===== src/hw/rtl/skf_pkg.sv =====
// ----------------------------------------------------------------------------
// skf_pkg
// Shared types, constants and a rounding helper for the scalar Kalman filter.
// ----------------------------------------------------------------------------
package skf_pkg;

    localparam int VALUE_FRAC = 16;
    localparam int COV_FRAC   = 24;
    localparam int GAIN_FRAC  = 24;
    localparam int W_FRAC     = 16;

    localparam int VAL_W     = 32;
    localparam int COV_W     = 63;
    localparam int GAIN_W    = GAIN_FRAC + 1;
    localparam int ACC_W     = 96;
    localparam int CFG_IDX_W = 3;

    localparam logic [COV_W-1:0]  MAX63    = '1;
    localparam logic [GAIN_W-1:0] GAIN_ONE = GAIN_W'(1) << GAIN_FRAC;
    localparam logic [31:0]       W_OLD    = 32'd58982;
    localparam logic [31:0]       W_NEW    = 32'd6554;

    localparam logic [VAL_W-1:0] INIT_EST_RST = '0;
    localparam logic [COV_W-1:0] INIT_COV_RST = 63'd16777216;
    localparam logic [COV_W-1:0] Q_RST        = 63'd167772;
    localparam logic [COV_W-1:0] R_RST        = 63'd1677722;
    localparam logic [COV_W-1:0] LIMIT_RST    = 63'd167772160000000000;

    localparam logic [CFG_IDX_W-1:0] REG_INIT_EST = 3'd0;
    localparam logic [CFG_IDX_W-1:0] REG_INIT_COV = 3'd1;
    localparam logic [CFG_IDX_W-1:0] REG_Q        = 3'd2;
    localparam logic [CFG_IDX_W-1:0] REG_R        = 3'd3;
    localparam logic [CFG_IDX_W-1:0] REG_ADAPT    = 3'd4;
    localparam logic [CFG_IDX_W-1:0] REG_LIMIT    = 3'd5;

    localparam logic [1:0] ERR_OK       = 2'd0;
    localparam logic [1:0] ERR_OVERFLOW = 2'd1;
    localparam logic [1:0] ERR_DIVERGED = 2'd2;

    localparam logic REQ_RESTART = 1'b1;

    typedef struct packed {
        logic                    req_type;
        logic signed [VAL_W-1:0] value;
    } in_t;

    typedef struct packed {
        logic signed [VAL_W-1:0] estimate;
        logic [GAIN_W-1:0]       gain;
        logic [COV_W-1:0]        covariance;
        logic                    error_held;
        logic [1:0]              error_code;
    } out_t;

    typedef struct packed {
        logic issue;
        logic clear;
        logic accum;
        logic hi;
    } mac_ctrl_t;

    typedef struct packed {
        logic             start;
        logic [COV_W-1:0] num;
        logic [63:0]      den;
    } div_req_t;

    typedef struct packed {
        logic                 done;
        logic [GAIN_FRAC-1:0] quot;
    } div_rsp_t;

    // (v + 2^(n-1)) >> n, saturated to 63 bits
    function automatic logic [COV_W-1:0] rnd_shift(input logic [ACC_W-1:0] v,
                                                   input int unsigned n);
        logic [ACC_W:0] sum;
        logic [ACC_W:0] sh;
        sum = {1'b0, v} + ((ACC_W+1)'(1) << (n - 1));
        sh  = sum >> n;
        if (|sh[ACC_W:COV_W]) begin
            return MAX63;
        end
        return sh[COV_W-1:0];
    endfunction

endpackage


===== src/hw/rtl/skf_mac.sv =====
// ----------------------------------------------------------------------------
// skf_mac
// Shared 32x32 multiplier with a registered product and a 96-bit accumulator.
// ----------------------------------------------------------------------------
module skf_mac (
    input  logic                      aclk,
    input  skf_pkg::mac_ctrl_t        ctrl,
    input  logic [31:0]               op_a,
    input  logic [31:0]               op_b,
    output logic [skf_pkg::ACC_W-1:0] acc
);
    import skf_pkg::*;

    logic [63:0]      prod_reg;
    logic [ACC_W-1:0] acc_reg;
    logic [ACC_W-1:0] addend;

    assign addend = ctrl.hi ? ({32'b0, prod_reg} << 32) : {32'b0, prod_reg};
    assign acc    = acc_reg;

    always_ff @(posedge aclk) begin
        if (ctrl.issue) begin
            prod_reg <= op_a * op_b;
        end
        if (ctrl.issue && ctrl.clear) begin
            acc_reg <= '0;
        end else if (ctrl.accum) begin
            acc_reg <= acc_reg + addend;
        end
    end

endmodule


===== config.mk =====
export PLATFORM = sky130hd
export DESIGN_NAME = skf_mac
export DESIGN_NICKNAME = d
export VERILOG_FILES = /design/src/hw/rtl/skf_pkg.sv /design/src/hw/rtl/skf_mac.sv
export SDC_FILE = /design/constraint.sdc
export NUM_CORES = 2
export LEC_CHECK = 0
export BUFFER_PORTS_ARGS = -buffer_cell sky130_fd_sc_hd__buf_2
export CAP_MARGIN = 20
export CORE_MARGIN = 2
export CORE_UTILIZATION = 45
export CTS_CLUSTER_SIZE = 12
export DETAILED_ROUTE_END_ITERATION = 8
export GPL_ROUTABILITY_DRIVEN = 0
export PLACE_DENSITY_LB_ADDON = 0.25
export SYNTH_ARGS = -nofsm -noshare
export SYNTH_HDL_FRONTEND = slang
export SYNTH_SLANG_ARGS = --single-unit
export TNS_END_PERCENT = 30

===== constraint.sdc =====
create_clock -name aclk -period 6.76 [get_ports aclk]
set_input_delay 0 -clock aclk [delete_from_list [all_inputs] [get_ports aclk]]
set_output_delay 0 -clock aclk [all_outputs]
set_load 0.03 [all_outputs]

==> flow_metrics.py <==
metrics = {
    "run_status": {
        "status": "finished with violations",
        "failed_checks": "setup timing",
    },
    "worst_setup_path": {
        "cp_slowest_stage_delay_ns": 0.61,
        "setup.worst_path.class": "in -> reg",
        "cp.arrival_ns": 6.98,
        "crit_path_end_kind": "flip-flop",
        "rr_startpoint": "prod_reg[0]$_DFFE_PP_",
        "crit_path_start_kind": "input pin",
        "reg2reg_to": "acc[92]$_SDFFE_PP0P_",
        "worstRegToRegCells": 17,
        "path_max_fanout": 13,
        "path_common_cell": "fa_1",
        "rrSetupSlack_ns": 1.57,
        "worstPathRequired_ns": 6.96,
        "crit_slowest_cell": "fa_1",
    },
    "synth": {
        "synthArstFlopShare_pct": 0,
        "synthTopCellsByCount": "fa_1, inv_1, and2_1",
        "ys_ff_latch": 160,
        "synth_fp_nets": 6354,
        "ys_seq_area_share_pct": 8.56,
        "synth_flop_cell": "dfxtp_1",
        "yosysTopAreaCellShare_pct": 40.0,
        "yosys-top-cells-area": "fa_1, ha_1, and2_1",
        "synth_edf_count": 64,
        "synthMostInstantiatedCell": "fa_1",
        "yosysTopAreaCell": "fa_1",
        "syn_inst": 5030,
        "ys_types": 72,
        "yosysWarnings": 0,
        "syn_area_um2": 44900,
        "synth.avg_cell_area_um2": 8.93,
    },
    "grt": {
        "grt_max_degree": 80,
        "grt_pass1_wl_um": 205000,
        "grt_pass1_vias": 36530,
        "track_usage_pct": 25.4,
        "overflow": 0,
        "antenna_found_initial": 5,
    },
    "clock_network": {
        "h-tree-depth": 4,
        "cts_max_path_buffers": 2,
        "cts.sinks": 160,
        "tritoncts": "built",
        "clk_pin_slew_ns": 0.07,
        "clk_latency_ns": 0.45,
        "cts_buffers": 17,
        "cts_root_buf": "clkbuf_16",
    },
    "timing": {
        "fin_skew_ns": 0.0106,
        "drv_slew": 0,
        "post-route-period-util_pct": 100,
        "rsz0062_at_grt": "true",
        "setup_viol_count_final": 1,
        "layout_setup_ws_ns": -0.0153,
        "min_period_ns": 6.78,
        "slew-limit-headroom_pct": 34.1,
        "hold_viol": 0,
        "worstMarginPinSlew_ns": 0.989,
        "fmax_ghz": 0.148,
    },
    "route": {
        "avgRoutedWirePerCell_um": 19.6,
        "post-route-drc-count": 0,
        "wl_um": 129000,
        "antenna_left": 0,
        "vias": 35074,
        "drtPass1Iterations": 5,
        "drtIter0Drc": 2252,
        "vias_per_cell": 5.32,
    },
    "place": {
        "dp_hpwl_um": 108000,
        "port_buffers": 164,
        "dp_cells": 6538,
    },
    "layout": {
        "area_growth_pct": 13.7,
        "fin_cells": 6596,
        "drive_gt1_share_pct": 14.6,
        "postLayoutCoreUtil_pct": 51.7,
        "largest_reg_flops": 96,
        "finalNetCount": 6619,
    },
    "floorplan": {
        "die_area_um2": 102000,
        "die_h_um": 320,
        "boundaryPins": 165,
        "start_util_pct": 45.5,
        "core.rowCount": 115,
        "core_area_um2": 98700,
        "die_w_um": 320,
    },
    "hold_path": {
        "holdPathStages": 2,
        "worst_hold_startpoint": "ctrl[1]",
        "hold_end": "acc[46]$_SDFFE_PP0P_",
        "min_path_type": "in -> reg",
    },
    "job": {
        "cap_violations": 0,
    },
}
placed cells by master (no fill, tap or decap), types with 14 or more instances in the layout:
cell,Yosys,routed
nor3_1,23,21
buf_2,1,114
a211oi_1,27,24
buf_12,0,22
nand2b_1,17,17
and2_1,647,615
inv_1,895,881
edfxtp_1,64,64
fa_2,0,45
nor2_1,171,168
a21o_1,97,97
buf_4,0,335
inv_2,0,14
xor2_1,55,55
o21ai_1,11,16
ha_4,0,21
a21oi_1,224,214
dfxtp_1,96,96
mux2i_1,57,57
buf_6,0,37
and3_1,16,14
and2_4,0,31
nand2_1,550,546
o21bai_1,33,33
nand3_1,29,29
xnor2_1,90,90
fa_1,897,852
clkbuf_16,0,18
nor2b_1,46,46
nand4_1,50,50
o21ai_0,109,98
ha_1,358,336
mux2_2,32,32
worst max-delay path by stage:
stage,slack (ns),to,start
6_report,-0.02,prod_reg[63]$_DFFE_PP_,op_a[22]
5_1_grt,-0.25,prod_reg[63]$_DFFE_PP_,op_b[20]
4_1_cts,-0.1,prod_reg[37]$_DFFE_PP_,op_a[6]
3_5_place_dp,-0.88,prod_reg[60]$_DFFE_PP_,op_b[8]
3_3_place_gp,-0.82,prod_reg[60]$_DFFE_PP_,op_b[8]
2_1_floorplan,-0.02,prod_reg[63]$_DFFE_PP_,op_b[7]
timing repair:
action                                 in CTS  in global routing
gates resized for setup                    40                260
setup endpoints to repair                  20                 23
gates cloned                                0                  1
pin swaps                                   5                137
hold buffers                                0                  0
setup buffers                               4                 20
endpoints found under the hold margin       0                  0
cell families (layout without fill, tap and decap cells):
logic type,after synthesis,count (layout),share of synthesized area (%)
compound gates,613,613,8.64
xor+xnor,145,145,2.83
fa+ha+maj,1255,1255,50.0
buf+inv,1182,1460,9.89
flops,160,160,8.56
mux,89,89,2.07
other cells,0,1,0
simple gates,1586,1586,18.0
layer usage:
layer	GRT usage [%]	vias to the layer above	wire, um
li1	-	16045	-
met1	36.6	17736	58300
met2	41.0	1132	59700
met3	3.00	155	8170
met4	6.12	6	3150
met5	0	-	46
area by class of cell:
| class | count | area, um^2 |
|---|---|---|
| well taps | 1287 | 1610 |
| clock buffers | 17 | 425 |
| flip-flops and latches | 160 | 3840 |
| repair buffers | 532 | 4280 |
| inverters | 896 | 3360 |
| multi-input cells | 3688 | 37300 |
| fillers | 9263 | 47700 |
| clock inverters | 15 | 183 |
| diodes | 1 | 2.50 |
stage by stage:
step | worst slack (ns) | TNS, ns | hold slack (ns) | instance area (um^2)
after floorplan | -0.0186 | -0.0392 | 0.112 | 45100
after global placement | -0.822 | -15.19 | 0.457 | 49100
after detailed placement | -0.882 | -16.21 | 0.469 | 49100
after CTS | -0.0977 | -0.194 | 0.000360 | 49900
after global routing | -0.248 | -1.32 | 0.0419 | 51000
final | -0.0153 | -0.0153 | 0.0253 | 51000
worst max-delay path, delay by kind of cell:
kind,cells,cell delay [ns]
adder cells (fa/ha/maj),9,4.38
AO/OA/AOI/OAI,10,1.89
buffers and inverters,4,0.42
AND/OR/NAND/NOR,1,0.17
XOR/XNOR,1,0.09
Power is left out: the tool's default activity adds up to more than one toggle a clock period on the data nets, which glitch-free logic cannot reach.
