File: src/hw/rtl/skf_pkg.sv
// ----------------------------------------------------------------------------
// skf_pkg
// Shared types, constants and a rounding helper for the scalar Kalman filter.
// ----------------------------------------------------------------------------
package skf_pkg;

    localparam int VALUE_FRAC = 16;
    localparam int COV_FRAC   = 24;
    localparam int GAIN_FRAC  = 24;
    localparam int W_FRAC     = 16;

    localparam int VAL_W     = 32;
    localparam int COV_W     = 63;
    localparam int GAIN_W    = GAIN_FRAC + 1;
    localparam int ACC_W     = 96;
    localparam int CFG_IDX_W = 3;

    localparam logic [COV_W-1:0]  MAX63    = '1;
    localparam logic [GAIN_W-1:0] GAIN_ONE = GAIN_W'(1) << GAIN_FRAC;
    localparam logic [31:0]       W_OLD    = 32'd58982;
    localparam logic [31:0]       W_NEW    = 32'd6554;

    localparam logic [VAL_W-1:0] INIT_EST_RST = '0;
    localparam logic [COV_W-1:0] INIT_COV_RST = 63'd16777216;
    localparam logic [COV_W-1:0] Q_RST        = 63'd167772;
    localparam logic [COV_W-1:0] R_RST        = 63'd1677722;
    localparam logic [COV_W-1:0] LIMIT_RST    = 63'd167772160000000000;

    localparam logic [CFG_IDX_W-1:0] REG_INIT_EST = 3'd0;
    localparam logic [CFG_IDX_W-1:0] REG_INIT_COV = 3'd1;
    localparam logic [CFG_IDX_W-1:0] REG_Q        = 3'd2;
    localparam logic [CFG_IDX_W-1:0] REG_R        = 3'd3;
    localparam logic [CFG_IDX_W-1:0] REG_ADAPT    = 3'd4;
    localparam logic [CFG_IDX_W-1:0] REG_LIMIT    = 3'd5;

    localparam logic [1:0] ERR_OK       = 2'd0;
    localparam logic [1:0] ERR_OVERFLOW = 2'd1;
    localparam logic [1:0] ERR_DIVERGED = 2'd2;

    localparam logic REQ_RESTART = 1'b1;

    typedef struct packed {
        logic                    req_type;
        logic signed [VAL_W-1:0] value;
    } in_t;

    typedef struct packed {
        logic signed [VAL_W-1:0] estimate;
        logic [GAIN_W-1:0]       gain;
        logic [COV_W-1:0]        covariance;
        logic                    error_held;
        logic [1:0]              error_code;
    } out_t;

    typedef struct packed {
        logic issue;
        logic clear;
        logic accum;
        logic hi;
    } mac_ctrl_t;

    typedef struct packed {
        logic             start;
        logic [COV_W-1:0] num;
        logic [63:0]      den;
    } div_req_t;

    typedef struct packed {
        logic                 done;
        logic [GAIN_FRAC-1:0] quot;
    } div_rsp_t;

    // (v + 2^(n-1)) >> n, saturated to 63 bits
    function automatic logic [COV_W-1:0] rnd_shift(input logic [ACC_W-1:0] v,
                                                   input int unsigned n);
        logic [ACC_W:0] sum;
        logic [ACC_W:0] sh;
        sum = {1'b0, v} + ((ACC_W+1)'(1) << (n - 1));
        sh  = sum >> n;
        if (|sh[ACC_W:COV_W]) begin
            return MAX63;
        end
        return sh[COV_W-1:0];
    endfunction

endpackage

File: src/hw/rtl/skf_div.sv
// ----------------------------------------------------------------------------
// skf_div
// Restoring divider, one quotient bit per cycle, for the fractional gain.
// ----------------------------------------------------------------------------
module skf_div (
    input  logic              aclk,
    input  logic              aresetn,
    input  skf_pkg::div_req_t req,
    output skf_pkg::div_rsp_t rsp
);
    import skf_pkg::*;

    localparam int CNT_W = $clog2(GAIN_FRAC);

    logic                 busy_reg;
    logic                 done_reg;
    logic [CNT_W-1:0]     cnt_reg;
    logic [63:0]          rem_reg;
    logic [63:0]          den_reg;
    logic [GAIN_FRAC-1:0] q_reg;
    logic [64:0]          rem2;
    logic [64:0]          diff;
    logic                 ge;

    assign rem2 = {rem_reg, 1'b0};
    assign diff = rem2 - {1'b0, den_reg};
    assign ge   = rem2 >= {1'b0, den_reg};

    assign rsp.done = done_reg;
    assign rsp.quot = q_reg;

    always_ff @(posedge aclk) begin
        if (!aresetn) begin
            busy_reg <= 1'b0;
            done_reg <= 1'b0;
            cnt_reg  <= '0;
        end else begin
            done_reg <= 1'b0;
            if (req.start) begin
                busy_reg <= 1'b1;
                cnt_reg  <= '0;
            end else if (busy_reg) begin
                cnt_reg <= cnt_reg + CNT_W'(1);
                if (cnt_reg == CNT_W'(GAIN_FRAC - 1)) begin
                    busy_reg <= 1'b0;
                    done_reg <= 1'b1;
                end
            end
        end
    end

    always_ff @(posedge aclk) begin
        if (req.start) begin
            rem_reg <= {1'b0, req.num};
            den_reg <= req.den;
            q_reg   <= '0;
        end else if (busy_reg) begin
            rem_reg <= ge ? diff[63:0] : rem2[63:0];
            q_reg   <= {q_reg[GAIN_FRAC-2:0], ge};
        end
    end

endmodule

File: config.mk
export PLATFORM = sky130hd
export DESIGN_NAME = skf_div
export DESIGN_NICKNAME = d
export VERILOG_FILES = /design/src/hw/rtl/skf_pkg.sv /design/src/hw/rtl/skf_div.sv
export SDC_FILE = /design/constraint.sdc
export NUM_CORES = 1
export LEC_CHECK = 0
export ABC_AREA = 1
export BUFFER_PORTS_ARGS = -buffer_cell sky130_fd_sc_hd__buf_2
export CAP_MARGIN = 40
export CORE_ASPECT_RATIO = 0.6
export CORE_UTILIZATION = 40
export DETAILED_ROUTE_END_ITERATION = 10
export PLACE_DENSITY = 0.69
export SYNTH_ARGS = -nofsm -noshare
export SYNTH_HDL_FRONTEND = slang
export SYNTH_SLANG_ARGS = --single-unit
File: constraint.sdc
create_clock -name aclk -period 4.38 [get_ports aclk]
set_input_delay 0.876 -clock aclk [delete_from_list [all_inputs] [get_ports aclk]]
set_output_delay 0.876 -clock aclk [all_outputs]
set_load 0.01 [all_outputs]
==> results of run 1 <==
-- worst max-delay path: cells and delay by family, from the launching register on --
kind                     cells  cell delay [ns]
flip-flops                   1             0.40
AND/OR/NAND/NOR             11             1.21
adder cells (fa/ha/maj)      1             0.37
buffers and inverters        5             1.10
-- final timing paths --
| kind | startpoint | end | slack [ns] | depth (start not counted) |
|---|---|---|---|---|
| setup / recovery | rem_reg[23] | rem_reg[33] | 1.03 | 17 |
| hold / removal | cnt_reg[4] | busy_reg | 0.49 | 1 |
| setup reg to reg | rem_reg[23] | rem_reg[33] | 1.03 | 17 |
| hold reg to reg | cnt_reg[4] | busy_reg | 0.49 | 1 |
-- report_power, final --
group / total (mW) / switching (mW) / internal, mW
sequential: 2.00 / 0.102 / 1.89
combinational: 3.59 / 2.44 / 1.15
clock: 1.50 / 0.745 / 0.756
-- cell families (layout without fill, tap and decap cells) --
| kind of cell | Yosys count | in the layout |
|---|---|---|
| adders and majority gates | 66 | 66 |
| DFF | 159 | 159 |
| buffers and inverters | 442 | 600 |
| xor gates and xnor gates | 31 | 31 |
| AOI/OAI and AO/OA | 90 | 90 |
| and+or+nand+nor | 1165 | 1165 |
-- layout by cell type, fill, tap and decap left out, types with 2 or more instances in the layout --
cell type | Yosys | layout
a21oi_1 | 47 | 47
and2_1 | 3 | 3
buf_12 | 0 | 3
buf_2 | 1 | 153
buf_4 | 1 | 7
clkbuf_16 | 0 | 17
clkinv_8 | 0 | 2
dfxtp_1 | 32 | 32
edfxtp_1 | 127 | 127
ha_1 | 65 | 65
inv_1 | 383 | 382
inv_2 | 21 | 22
inv_6 | 0 | 6
inv_8 | 0 | 3
nand2_1 | 821 | 821
nand2_2 | 3 | 3
nand3_1 | 98 | 98
nand3_2 | 2 | 2
nand3b_1 | 86 | 86
nand4_1 | 11 | 11
nor2_1 | 103 | 103
nor2_2 | 9 | 9
nor3_1 | 15 | 15
nor4_1 | 10 | 10
o21ai_0 | 10 | 10
o21bai_1 | 5 | 5
o22ai_1 | 22 | 22
xnor2_1 | 30 | 30
-- final cells by class --
cell class                 count  area share
clock buffer                  18      0.0295
clock inverter                14     0.00956
inverter                     405       0.105
multi-input combinational   1352       0.453
sequential                   159       0.307
tap                          416      0.0358
timing repair buffer         163      0.0605
-- layer usage --
metal  up-vias  share of wire  GRT usage
met5         -              0          0
met4         0          0.010     0.0475
met3        40           0.11     0.0774
met2       495           0.36      0.354
met1      5734           0.52      0.438
li1       6303              -          -
==> results.py, run 1 <==
metrics = {
    "timing": {
        "max_freq_ghz": 0.298,
        "worst_pin_slew_ns": 1.01,
        "tns_ns": 0,
        "relSlewSlack": 0.323,
        "final.setup.worst_slack_ns": 1.03,
        "final-setup-viol-count": 0,
        "rsz0062_at_grt": "no",
        "finClkSkew_ns": 0.0136,
        "finalHoldViolations": 0,
        "whs_ns": 0.488,
        "final-max-slew-violation-count": 0,
        "post-route-min-period_ns": 3.35,
        "min_period_over_period": 0.765,
    },
    "placement": {
        "placed_cells": 2495,
        "io_buffers": 154,
        "place_hpwl_um": 35400,
        "post_dp_cell_area_mm2": 0.0140,
        "dp_slack_ns": 1.13,
        "place_congestion": 0.995,
    },
    "floorplanning": {
        "die_x_um": 232,
        "ios": 155,
        "dieArea_mm2": 0.0326,
        "num_rows": 50,
        "fp.coreArea_mm2": 0.0313,
        "die_height_um": 140,
        "start_util": 0.408,
    },
    "synthesis": {
        "async_flop_share": 0,
        "synth_compound_area_frac": 0.0401,
        "synthXorXnorAreaFrac": 0.0213,
        "synth-edff-count": 127,
        "synth_top_area_share": 0.299,
        "syn_avg_cell_area_um2": 6.53,
        "synth_most_common_cell": "nand2_1",
        "syn_nets": 2149,
        "yosys.area_share.simple": 0.390,
        "synth-seq-cells": 159,
        "netlist_instances": 1953,
        "synth_top_area_cell": "edfxtp_1",
        "synth_commonest_cells": "nand2_1, inv_1, edfxtp_1",
        "syn_area_mm2": 0.0127,
        "muxShareOfSynthArea": 0,
        "yosysWarnings": 0,
        "synth_flop_cell": "edfxtp_1",
        "yosys-top-cells-area": "edfxtp_1, nand2_1, inv_1",
        "synth_top_family_by_area": "simple AND/OR/NAND/NOR gates",
        "synth_cell_types": 39,
        "yosys.area_share.adder": 0.0654,
        "ys_seq_area_frac": 0.349,
    },
    "critical_path": {
        "cp.required_ns": 4.60,
        "crit_chain": "ha_1, nand2_1, inv_1, nand2_1, nand2_1, inv_1, nand2_1, nand2_1, nand2_1, inv_1, nand2_2, nand3_4, buf_4, buf_4, nand3b_1, nand3_1, nand2_1",
        "crit_path_max_incr_delay_ns": 0.48,
        "worst-endpoint-arrival_ns": 3.57,
        "endpoint_kind": "flop",
        "crit_slowest_cell": "buf_4",
        "cp-start-kind": "flop",
        "worst_path_most_repeated_cell": "nand2_1",
        "worstPathMaxFanout": 43,
        "worstSetupPathType": "flop to flop",
    },
    "global_route": {
        "grt_pass1_wl_um": 66400,
        "grt_pass1_vias": 11500,
        "overflow": 0,
        "grt_max_degree": 94,
        "grtUsageTotal": 0.273,
        "antenna_found_initial": 0,
    },
    "routing": {
        "drt-total-wl_um": 43800,
        "post_drt_wl_per_cell_um": 17.3,
        "final_antenna_net_count": 0,
        "drc": 0,
        "dr_total_vias": 12600,
        "vias_per_cell": 4.98,
        "dr.pass1.iters": 5,
        "first_iter_violations": 1247,
    },
    "cells_and_area": {
        "area_delta_synth_final_pct": 13.9,
        "diodes": 0,
        "nFillCells": 3302,
        "multi_input_area_mm2": 0.00659,
        "nets": 2294,
        "final_cells": 2527,
        "drive_above_1_share": 0.111,
        "fin_area_mm2": 0.0145,
        "layout.area.seq_mm2": 0.00445,
        "postLayoutCoreUtil": 0.464,
    },
    "clock_tree": {
        "cts.path.max_buffers": 2,
        "hold_buffers": 0,
        "cts_max_level": 4,
        "cts_setup_buffers": 0,
        "cts-buffers-inserted": 17,
        "cts_tree": "yes",
        "numClockSinks": 159,
        "clk_pin_slew_ns": 0.08,
        "cts-root-buf": "clkbuf_16",
        "cts_resized": 0,
        "clkLatencyLatePin_ns": 0.47,
    },
    "power": {
        "power.density_mw_per_mm2": 488,
        "power.leakage_nw": 7.89,
        "irDropWorstVdd_mv": 0.321,
        "finalPower_mw": 7.09,
    },
    "outcome": {
        "status": "complete, no violations",
    },
    "hold_path": {
        "hp-class": "flop to flop",
    },
    "job": {
        "cap_violations": 0,
    },
}
Note: power is estimated with default switching activity, not from simulation.
==> run 2: changes to the inputs <==
- PLACE_DENSITY: 0.69 -> 0.72
- clock period: 4.38 -> 2.8 ns (I/O delays scaled with it)
==> run 2 against run 1 <==
Die area unchanged. Sequential power up 59%. First-iteration DRC count down 6.9%. Largest cell class unchanged.
==> results.py, run 2 (synthesized netlist as in run 1, its figures left out) <==
metrics = {
    "routing": {
        "dr_total_vias": 13000,
        "drc": 0,
        "first_iter_violations": 1161,
        "drt-total-wl_um": 46000,
        "vias_per_cell": 4.97,
        "post_drt_wl_per_cell_um": 17.6,
        "final_antenna_net_count": 0,
        "dr.pass1.iters": 5,
    },
    "cells_and_area": {
        "fin_area_mm2": 0.0158,
        "area_delta_synth_final_pct": 23.8,
        "postLayoutCoreUtil": 0.505,
        "final_cells": 2605,
        "drive_above_1_share": 0.178,
        "layout_commonest_cell": "nand2_1",
        "layout_common_cells": "nand2_1, inv_1, buf_2, edfxtp_1, nand3_1",
        "nets": 2371,
    },
    "clock_tree": {
        "clkLatencyLatePin_ns": 0.47,
        "cts.path.max_buffers": 2,
        "cts-buffers-inserted": 17,
        "cts_tree": "yes",
        "cts_max_level": 4,
        "numClockSinks": 159,
        "hold_buffers": 0,
        "clk_pin_slew_ns": 0.08,
        "cts-root-buf": "clkbuf_16",
    },
    "power": {
        "finalPower_mw": 12.3,
        "pwr-share-comb": 0.548,
        "power.density_mw_per_mm2": 782,
        "power.leakage_nw": 8.36,
        "p_sw_mw": 5.64,
        "p_clk_frac": 0.195,
        "irDropWorstVdd_mv": 0.468,
        "p_seq_frac": 0.256,
        "intPower_mw": 6.71,
        "swShare": 0.457,
    },
    "critical_path": {
        "worst-endpoint-arrival_ns": 2.94,
        "cp-endpoint": "rem_reg[25]",
        "startpoint": "rem_reg[33]",
        "crit_slowest_cell": "edfxtp_1",
        "endpoint_kind": "flop",
        "rrSetupSlack_ns": 0.08,
        "crit_path_max_incr_delay_ns": 0.41,
        "worstSetupPathType": "flop to flop",
        "cp-start-kind": "flop",
        "cp.required_ns": 3.02,
        "rr_endpoint": "rem_reg[25]",
        "rr_worst_depth": 16,
        "cp.depth": 16,
        "worstPathMaxFanout": 20,
        "crit_chain": "ha_1, buf_4, nand2_1, nand2_1, nand2_1, nand2_1, nand2_1, nand2_1, nand2_1, nand2_1, a21oi_4, buf_4, clkbuf_16, nand3b_1, nand3_1, nand2_1",
        "path_buf_inv": 3,
        "crit_family": "simple AND/OR/NAND/NOR gates",
        "r2r-start": "rem_reg[33]",
        "worst_path_most_repeated_cell": "nand2_1",
    },
    "job": {
        "cap_violations": 0,
    },
    "placement": {
        "place_congestion": 0.975,
        "place_hpwl_um": 35900,
        "io_buffers": 154,
        "placed_cells": 2558,
        "post_dp_cell_area_mm2": 0.0145,
    },
    "global_route": {
        "grt_max_degree": 91,
        "overflow": 0,
        "grt_pass1_vias": 12100,
        "grt_pass1_wl_um": 67400,
        "grtUsageTotal": 0.274,
        "antenna_found_initial": 2,
    },
    "floorplanning": {
        "die_x_um": 232,
        "num_rows": 50,
        "start_util": 0.408,
        "dieArea_mm2": 0.0326,
        "ios": 155,
        "die_height_um": 140,
        "fp.coreArea_mm2": 0.0313,
    },
    "timing": {
        "whs_ns": 0.264,
        "final-max-slew-violation-count": 0,
        "relSlewSlack": 0.533,
        "post-route-min-period_ns": 2.72,
        "max_freq_ghz": 0.367,
        "final-setup-viol-count": 0,
        "min_period_over_period": 0.972,
        "worst_pin_slew_ns": 0.699,
        "finalHoldViolations": 0,
        "finClkSkew_ns": 0.0201,
        "rsz0062_at_grt": "yes",
    },
    "hold_path": {
        "hp-class": "input pin to flop",
    },
    "outcome": {
        "status": "complete, no violations",
    },
}
-- run 2: cell types whose count changed in the layout (fill, tap and decap cells not counted), moves of 6 or more --
| cell | before | now |
|---|---|---|
| buf_4 | 7 | 70 |
| clkbuf_16 | 17 | 23 |
| ha_1 | 65 | 36 |
| ha_2 | 0 | 9 |
| ha_4 | 0 | 20 |
| nand2_1 | 821 | 799 |
| nand2_2 | 3 | 24 |
| nor2_1 | 103 | 89 |
| nor2_2 | 9 | 18 |
-- run 2: metal layers --
layer	share of wire	global-route usage	vias to the layer above
li1	-	-	6477
met1	0.51	0.429	5937
met2	0.37	0.361	512
met3	0.11	0.0884	32
met4	0.0087	0.0409	0
met5	0	0	-
-- run 2: worst min path at each step --
stage | start | to | slack, ns | cells after the start
after global placement | q_reg[23] | q_reg[23] | 0.47 | 2
after CTS | req[14] | den_reg[14] | 0.25 | 1
after detailed placement | q_reg[23] | q_reg[23] | 0.47 | 2
after floorplan | rem_reg[63] | rem_reg[63] | 0.44 | 2
after global routing | req[32] | den_reg[32] | 0.25 | 1
final | req[36] | den_reg[36] | 0.26 | 1
-- run 2: timing repair --
item,4_1_cts,5_1_grt
endpoints found under the setup margin,43,64
pin swaps,0,4
gates resized for setup,5,96
gates cloned,0,6
setup buffers,0,8
-- run 2: worst register-to-register path, stage by stage (launching register included) --
cell       delay, ns
edfxtp_1        0.41
ha_1            0.35
buf_4           0.16
nand2_1         0.07
nand2_1         0.07
nand2_1         0.06
nand2_1         0.09
nand2_1         0.07
nand2_1         0.07
nand2_1         0.06
nand2_1         0.12
a21oi_4         0.30
buf_4           0.19
clkbuf_16       0.20
nand3b_1        0.11
nand3_1         0.10
nand2_1         0.05
-- run 2: final cells by class --
type / count / area, um^2
clock inverters: 15 / 180
inverters: 405 / 1520
diodes: 1 / 2.50
multi-input cells: 1352 / 7050
repair buffers: 240 / 1640
fillers: 3270 / 15500
flip-flops and latches: 159 / 4450
well taps: 416 / 520
clock buffers: 17 / 425
-- run 2: through the flow --
step | TNS [ns] | setup slack, ns
floorplan | 0 | 0.526
global placement | 0 | 0.0116
detailed placement | -0.345 | -0.0527
CTS | 0 | 0.0262
global route | -0.0978 | -0.0246
finish | 0 | 0.0784
-- run 2: power groups by stage --
stage / registers, mW / clock network, mW / logic, mW
2_1_floorplan: 3.11 / 0 / 3.87
3_3_place_gp: 3.16 / 0 / 5.80
3_5_place_dp: 3.17 / 0 / 5.89
4_1_cts: 3.13 / 2.46 / 5.93
5_1_grt: 3.20 / 2.54 / 7.41
6_report: 3.17 / 2.41 / 6.77
